[src/hw/rtl/hfc_pkg.sv]
// Shared types, codes and a helper function for the header and footer file carver.
package hfc_pkg;

    localparam int BYTE_W    = 8;
    localparam int LEN_W     = 4;
    localparam int PAT_W     = 64;
    localparam int FNUM_W    = 16;
    localparam int OUT_TDATA = 32;

    localparam logic EVT_START = 1'b0;
    localparam logic EVT_BYTE  = 1'b1;

    typedef enum logic [1:0] {
        CFG_HDR_PAT = 2'd0,
        CFG_HDR_LEN = 2'd1,
        CFG_FTR_PAT = 2'd2,
        CFG_FTR_LEN = 2'd3
    } t_cfg_idx;

    typedef struct packed {
        logic shift;
        logic clear;
    } t_cell_ctl;

    typedef struct packed {
        logic              valid;
        logic [BYTE_W-1:0] data;
    } t_cell_link;

    function automatic logic [LEN_W-1:0] eff_len(input logic [LEN_W-1:0] len,
                                                 input logic [LEN_W-1:0] max_len);
        logic [LEN_W-1:0] l;
        l = len;
        if (l == '0) begin
            l = LEN_W'(1);
        end
        if (l > max_len) begin
            l = max_len;
        end
        return l;
    endfunction

endpackage

[src/hw/rtl/hfc_cell.sv]
// One byte cell of the signature window: holds a byte, passes it on and compares it.
module hfc_cell
    import hfc_pkg::*;
(
    input  logic              i_clk,
    input  logic              i_rst_n,
    input  t_cell_ctl         i_ctl,
    input  t_cell_link        i_prev,
    input  logic [BYTE_W-1:0] i_pat,
    input  logic              i_en,
    output t_cell_link        o_link,
    output logic              o_hit
);

    t_cell_link r_link;
    t_cell_link n_link;
    t_cell_link w_look;

    always_comb begin
        w_look = i_ctl.shift ? i_prev : r_link;
        o_hit  = !i_en || (w_look.valid && (w_look.data == i_pat));
    end

    always_comb begin
        if (i_ctl.clear) begin
            n_link = '0;
        end else if (i_ctl.shift) begin
            n_link = i_prev;
        end else begin
            n_link = r_link;
        end
    end

    always_ff @(posedge i_clk) begin
        if (!i_rst_n) begin
            r_link <= '0;
        end else begin
            r_link <= n_link;
        end
    end

    assign o_link = r_link;

endmodule

[src/hw/rtl/header_footer_file_carver.sv]
// Top level of the header and footer file carver: a chain of byte cells and the carve control.
// A result appears on the master side in the cycle after its byte is accepted.
// Throughput: one byte per cycle if unstalled; the window compare across the cell row sets this.
// The slave side keeps accepting while the output register is taken in the same cycle.
// Synchronous active-low reset empties the window, stops any carve, zeroes the file counter
// and loads the signature registers with patterns of zero and lengths of one.
module header_footer_file_carver
    import hfc_pkg::*;
#(
    parameter int MAX_SIGNATURE_BYTES = 8,
    parameter int COUNTER_BITS        = 16
) (
    input  logic                 i_clk,
    input  logic                 i_rst_n,
    input  logic                 s_axis_tvalid,
    output logic                 s_axis_tready,
    input  logic [BYTE_W-1:0]    s_axis_tdata,   // data_byte
    input  logic                 s_axis_tlast,   // stream_end
    output logic                 m_axis_tvalid,
    input  logic                 m_axis_tready,
    output logic [OUT_TDATA-1:0] m_axis_tdata,   // carved_byte, file_number, truncated, zeros
    output logic                 m_axis_tuser,   // event_kind
    output logic                 m_axis_tlast,   // carve_end
    input  logic                 i_cfg_valid,
    output logic                 o_cfg_ready,
    input  logic [1:0]           i_cfg_index,
    input  logic [PAT_W-1:0]     i_cfg_data
);

    logic [PAT_W-1:0] r_hdr_pat;
    logic [LEN_W-1:0] r_hdr_len;
    logic [PAT_W-1:0] r_ftr_pat;
    logic [LEN_W-1:0] r_ftr_len;

    logic                    r_carving;
    logic                    n_carving;
    logic [COUNTER_BITS-1:0] r_file_cnt;
    logic [COUNTER_BITS-1:0] n_file_cnt;

    logic              r_out_valid;
    logic              r_out_kind;
    logic [BYTE_W-1:0] r_out_byte;
    logic [FNUM_W-1:0] r_out_fnum;
    logic              r_out_end;
    logic              r_out_trunc;

    logic              w_fire;
    logic              w_emit;
    logic              w_match;
    logic [PAT_W-1:0]  w_pat;
    logic [LEN_W-1:0]  w_eff;
    logic [31:0]       w_cnt_ext;
    logic [FNUM_W-1:0] w_fnum;
    t_cell_ctl         w_ctl;

    t_cell_link                     w_link [MAX_SIGNATURE_BYTES];
    logic [MAX_SIGNATURE_BYTES-1:0] w_hit;

    assign o_cfg_ready   = 1'b1;
    assign s_axis_tready = !r_out_valid || m_axis_tready;
    assign w_fire        = s_axis_tvalid && s_axis_tready;

    always_ff @(posedge i_clk) begin
        if (!i_rst_n) begin
            r_hdr_pat <= '0;
            r_hdr_len <= LEN_W'(1);
            r_ftr_pat <= '0;
            r_ftr_len <= LEN_W'(1);
        end else if (i_cfg_valid) begin
            case (t_cfg_idx'(i_cfg_index))
                CFG_HDR_PAT: r_hdr_pat <= i_cfg_data;
                CFG_HDR_LEN: r_hdr_len <= i_cfg_data[LEN_W-1:0];
                CFG_FTR_PAT: r_ftr_pat <= i_cfg_data;
                CFG_FTR_LEN: r_ftr_len <= i_cfg_data[LEN_W-1:0];
                default: ;
            endcase
        end
    end

    // Only one window is ever live, so the footer search reuses the header cells.
    assign w_pat = r_carving ? r_ftr_pat : r_hdr_pat;
    assign w_eff = eff_len(r_carving ? r_ftr_len : r_hdr_len, LEN_W'(MAX_SIGNATURE_BYTES));

    genvar gi;
    generate
        for (gi = 0; gi < MAX_SIGNATURE_BYTES; gi++) begin : g_cell
            t_cell_link w_prev;
            if (gi == 0) begin : g_head
                assign w_prev = '{valid: 1'b1, data: s_axis_tdata};
            end else begin : g_body
                assign w_prev = w_link[gi-1];
            end
            hfc_cell u_cell (
                .i_clk  (i_clk),
                .i_rst_n(i_rst_n),
                .i_ctl  (w_ctl),
                .i_prev (w_prev),
                .i_pat  (w_pat[gi*BYTE_W +: BYTE_W]),
                .i_en   (LEN_W'(gi) < w_eff),
                .o_link (w_link[gi]),
                .o_hit  (w_hit[gi])
            );
        end
    endgenerate

    assign w_match = &w_hit;

    always_comb begin
        w_ctl.shift = w_fire;
        w_ctl.clear = w_fire && (s_axis_tlast || w_match);
        w_emit      = w_fire && (r_carving || w_match);
        n_carving   = r_carving;
        n_file_cnt  = r_file_cnt;
        if (w_fire) begin
            if (r_carving) begin
                n_carving = !(w_match || s_axis_tlast);
            end else begin
                n_carving = w_match && !s_axis_tlast;
                if (w_match && (r_file_cnt != '1)) begin
                    n_file_cnt = r_file_cnt + COUNTER_BITS'(1);
                end
            end
        end
        w_cnt_ext = 32'(n_file_cnt);
        w_fnum    = (w_cnt_ext > 32'h0000_FFFF) ? '1 : w_cnt_ext[FNUM_W-1:0];
    end

    always_ff @(posedge i_clk) begin
        if (!i_rst_n) begin
            r_carving  <= 1'b0;
            r_file_cnt <= '0;
        end else begin
            r_carving  <= n_carving;
            r_file_cnt <= n_file_cnt;
        end
    end

    always_ff @(posedge i_clk) begin
        if (!i_rst_n) begin
            r_out_valid <= 1'b0;
        end else if (w_emit) begin
            r_out_valid <= 1'b1;
        end else if (m_axis_tready) begin
            r_out_valid <= 1'b0;
        end
    end

    always_ff @(posedge i_clk) begin
        if (w_emit) begin
            r_out_kind  <= r_carving ? EVT_BYTE : EVT_START;
            r_out_byte  <= r_carving ? s_axis_tdata : '0;
            r_out_fnum  <= w_fnum;
            r_out_end   <= r_carving && w_match;
            r_out_trunc <= s_axis_tlast && !(r_carving && w_match);
        end
    end

    assign m_axis_tvalid = r_out_valid;
    assign m_axis_tuser  = r_out_kind;
    assign m_axis_tlast  = r_out_end;
    assign m_axis_tdata  = {{(OUT_TDATA - BYTE_W - FNUM_W - 1){1'b0}},
                            r_out_trunc, r_out_fnum, r_out_byte};

    a_start_no_end: assert property (@(posedge i_clk) disable iff (!i_rst_n)
        r_out_valid && (r_out_kind == EVT_START) |-> !r_out_end)
        else $error("start event flagged as carve end");

    a_end_not_trunc: assert property (@(posedge i_clk) disable iff (!i_rst_n)
        r_out_valid |-> !(r_out_end && r_out_trunc))
        else $error("carve end and truncation both set");

    a_last_closes: assert property (@(posedge i_clk) disable iff (!i_rst_n)
        w_fire && s_axis_tlast |=> !r_carving)
        else $error("carve still open after stream end");

    a_cnt_monotonic: assert property (@(posedge i_clk) disable iff (!i_rst_n)
        $past(i_rst_n) |-> r_file_cnt >= $past(r_file_cnt))
        else $error("file counter went backwards");

endmodule
[config.mk]
export PLATFORM = sky130hd
export DESIGN_NAME = header_footer_file_carver
export DESIGN_NICKNAME = d
export VERILOG_FILES = /design/src/hw/rtl/hfc_pkg.sv /design/src/hw/rtl/hfc_cell.sv /design/src/hw/rtl/header_footer_file_carver.sv
export SDC_FILE = /design/constraint.sdc
export NUM_CORES = 1
export LEC_CHECK = 0
export BUFFER_PORTS_ARGS = -buffer_cell sky130_fd_sc_hd__clkbuf_2
export CAP_MARGIN = 20
export CORE_MARGIN = 5
export CORE_UTILIZATION = 53
export CTS_CLUSTER_SIZE = 30
export DETAILED_ROUTE_END_ITERATION = 7
export PLACE_DENSITY = 0.76
export SLEW_MARGIN = 20
export SYNTH_ARGS = -nofsm -noshare
export SYNTH_HDL_FRONTEND = slang
export SYNTH_SLANG_ARGS = --single-unit
[constraint.sdc]
create_clock -name i_clk -period 3.6 [get_ports i_clk]
set_clock_uncertainty 0.1 [all_clocks]
set_input_delay 0 -clock i_clk [delete_from_list [all_inputs] [get_ports i_clk]]
set_output_delay 0 -clock i_clk [all_outputs]
set_load 0.02 [all_outputs]
==> results.sh <==
export IMPL_grt_pass1_wl_mm=48.1
export IMPL_p_int_uw=4910
export IMPL_vdd_ir_drop_max_v=0.000389
export IMPL_grt_antenna_before_repair=0
export IMPL_wl_per_cell_um=16.9
export IMPL_num_antenna_cells=0
export IMPL_pwr_share_clk=0.459
export IMPL_cts_buffer_depth=3
export IMPL_power_uw=6460
export IMPL_p_per_area_nw_per_um2=452
export IMPL_place_gp_congestion=0.863
export IMPL_final_layout_size_suffix_gt1_frac=0.165
export IMPL_gr_total_overflow=0
export IMPL_area_growth_pct=24.6
export IMPL_clock_fmax_mhz=279
export IMPL_track_usage=0.235
export IMPL_tightestPinTransition_ns=0.900
export IMPL_hold_violations=0
export IMPL_yosys_area_top_type="dfxtp_1"
export IMPL_tns_ns=0
export IMPL_max_cap_viol_count=0
export IMPL_syn_mean_instance_area_um2=8.91
export IMPL_final_area_um2=14300
export IMPL_dp_slack_ns=-0.0680
export IMPL_end_kind="flip-flop"
export IMPL_synth_edf_count=27
export IMPL_cts_tree="done"
export IMPL_rsz0062_at_grt="true"
export IMPL_yosysTopAreaCellShare=0.395
export IMPL_r2r_cells=13
export IMPL_worstHoldStart="m_axis_tready"
export IMPL_pwr_share_comb=0.085
export IMPL_min_period_over_period=0.997
export IMPL_path_class="flip-flop to flip-flop"
export IMPL_min_period_ns=3.59
export IMPL_grt_pass1_vias=9739
export IMPL_drt_iter0_drc=707
export IMPL_seqPwrFrac=0.456
export IMPL_root_buffer="clkbuf_16"
export IMPL_worstSetupStartpointType="flip-flop"
export IMPL_synth_common_cells="290 x nand2_1, 226 x dfxtp_1, 181 x a21oi_1"
export IMPL_start_util=0.541
export IMPL_ys_ff_latch=253
export IMPL_die_w_um=157
export IMPL_path_max_fanout=10
export IMPL_grt_start_max_net_pins=66
export IMPL_drc=0
export IMPL_dr_pass1_iters=5
export IMPL_clock_latency_ns=0.54
export IMPL_synth_cells=1285
export IMPL_num_rows=53
export IMPL_r2r_end="r_out_fnum[10]$_DFFE_PP_"
export IMPL_dieArea_um2=24600
export IMPL_n_fill_cell=1677
export IMPL_synthDistinctLibCells=61
export IMPL_whs_path_depth=5
export IMPL_reg2reg_slack_ns=0.01
export IMPL_r2r_start="r_carving$_SDFFE_PN0N_"
export IMPL_ant_nets=0
export IMPL_yosysMostFrequentCell="nand2_1"
export IMPL_syn_cell_area_um2=11400
export IMPL_worst_slack_ns=0.0108
export IMPL_outcome="finished, final reports clean"
export IMPL_cts_htree_levels=1
export IMPL_wl_mm=29.7
export IMPL_placed_cells=1617
export IMPL_async_reset_ff_frac=0
export IMPL_finalSetupViolCount=0
export IMPL_p_leak_uw=0.00543
export IMPL_die_y_um=157
export IMPL_seq_area_frac_synth=0.466
export IMPL_final_cells=1759
export IMPL_clock_sinks=253
export IMPL_switchingPower_uw=1550
export IMPL_io_pins=117
export IMPL_vias=9836
export IMPL_synth_flop_cell="dfxtp_1"
export IMPL_cts_buffers_inserted=28
export IMPL_yosys_warnings=0
export IMPL_fin_nets=1543
export IMPL_place_area_um2=12300
export IMPL_vias_per_cell=5.59
export IMPL_hold_path_class="primary input to flip-flop"
export IMPL_slew_headroom=0.400
export IMPL_hold_end="m_axis_tvalid$_SDFFE_PN0P_"
export IMPL_drv_slew=0
export IMPL_p_sw_frac=0.239
export IMPL_core_area_um2=21200
export IMPL_io_buffers=108
export IMPL_worstPathRequired_ns=3.79
export IMPL_clkTransAtPathRegs_ns=0.06
export IMPL_synth_area_leaders="dfxtp_1 40%, mux2i_1 10%, nand2_1 9.5%"
export IMPL_dp_final_hpwl_mm=18.9
export IMPL_cp_arrival_ns=3.77
## registers in the layout, summed over array words and instances (netlist names)
signal                flops
r_ftr_len                 4
m_axis_tvalid             1
r_out_fnum               16
m_axis_tuser              1
g_cell.u_cell.o_link     72
r_carving                 1
r_ftr_pat                64
r_file_cnt               16
m_axis_tlast              1
r_out_trunc               1
r_hdr_pat                64
r_hdr_len                 4
r_out_byte                8
## kinds of logic after synthesis
kind of cell,synth area share
compound gates,0.144
flops,0.466
buf+inv,0.0466
simple gates,0.186
other cells,0.000656
fa+ha+maj,0.00109
mux,0.109
xor+xnor,0.0459
## layout by cell type, fill, tap and decap left out, types with 3 or more instances in the layout
cell type	count
dfxtp_1	224
and3_1	37
a21boi_0	7
o211ai_1	3
a21oi_1	181
a22o_1	14
clkbuf_16	31
clkinvlp_4	3
xor2_1	41
conb_1	8
nand4b_1	5
nand2_1	290
nor4_1	4
a31oi_1	3
o31ai_1	5
nand3_1	12
clkbuf_8	5
nand2b_1	13
buf_12	11
xnor2_1	19
inv_4	3
nor4_2	4
or4_1	7
dlygate4sd3_1	80
nor3_1	11
edfxtp_1	27
buf_4	36
o21ai_0	21
a2bb2oi_1	15
or3_1	20
clkinv_2	6
clkbuf_2	109
o2111ai_1	3
mux2i_2	12
o21ai_1	3
nand4_1	10
and2_1	8
mux2i_1	107
nor2_1	25
a21boi_1	13
## layer usage
| metal | global-route usage | up-vias | share of wire |
|---|---|---|---|
| met5 | 0 | - | 0 |
| met3 | 0.0335 | 58 | 0.061 |
| met4 | 0.0690 | 0 | 0.023 |
| met2 | 0.399 | 294 | 0.48 |
| li1 | - | 4814 | - |
| met1 | 0.314 | 4670 | 0.44 |
## final cells by class
type / count / area (µm²) / share of cell area
clock inverter: 15 / 150 / 0.0105
tap: 275 / 344 / 0.0241
multi-input combinational: 937 / 5710 / 0.400
sequential: 253 / 5340 / 0.374
timing repair buffer: 239 / 1880 / 0.132
clock buffer: 37 / 827 / 0.0580
inverter: 3 / 13.8 / 0.000964
## power by group through the flow
stage	sequential [µW]	clock, µW	combinational (µW)
6_report	2940	2960	548
5_1_grt	2950	3120	598
4_1_cts	2940	2990	525
3_5_place_dp	3000	0	448
3_3_place_gp	3000	0	440
2_1_floorplan	3000	0	298
## worst max-delay path by stage
stage | start | end | slack [ns] | cells after the start
after floorplan | m_axis_tvalid$_SDFFE_PN0P_ | m_axis_tlast$_DFFE_PP_ | 0.17 | 12
after global placement | r_carving$_SDFFE_PN0N_ | r_out_fnum[5]$_DFFE_PP_ | 0.01 | 11
after detailed placement | m_axis_tvalid$_SDFFE_PN0P_ | r_out_byte[5]$_SDFFCE_PN0P_ | -0.07 | 13
after CTS | r_carving$_SDFFE_PN0N_ | r_out_fnum[13]$_DFFE_PP_ | 0.01 | 12
after global routing | r_carving$_SDFFE_PN0N_ | r_out_fnum[15]$_DFFE_PP_ | -0.11 | 12
final | r_carving$_SDFFE_PN0N_ | r_out_fnum[10]$_DFFE_PP_ | 0.01 | 13
## metrics by stage
| stage | util | hold slack [ns] |
|---|---|---|
| final | 0.675 | 0.0476 |
| after global routing | 0.675 | 0.0565 |
| after CTS | 0.666 | 0.0378 |
| after detailed placement | 0.580 | 0.141 |
| after global placement | 0.580 | 0.137 |
| after floorplan | - | 0.0251 |
## timing repair
item | 4_1_cts | 5_1_grt
setup endpoints to repair | 35 | 60
endpoints found under the hold margin | 156 | 0
gates resized for setup | 1 | 39
hold buffers | 80 | 0
buffers inserted | 2 | 7
gates cloned | 0 | 1
pin swaps | 0 | 2
## critical path, cell delays in order, from the launching register on
cell,delay (ns)
dfxtp_4,0.36
buf_12,0.13
buf_4,0.13
clkbuf_16,0.17
mux2i_1,0.21
or3_1,0.12
nand4_1,0.20
nor4_2,0.22
buf_4,0.16
a21oi_1,0.09
or4_4,0.58
clkbuf_2,0.19
or4_4,0.55
xnor2_1,0.14
Power figures use the tool's default switching activity.
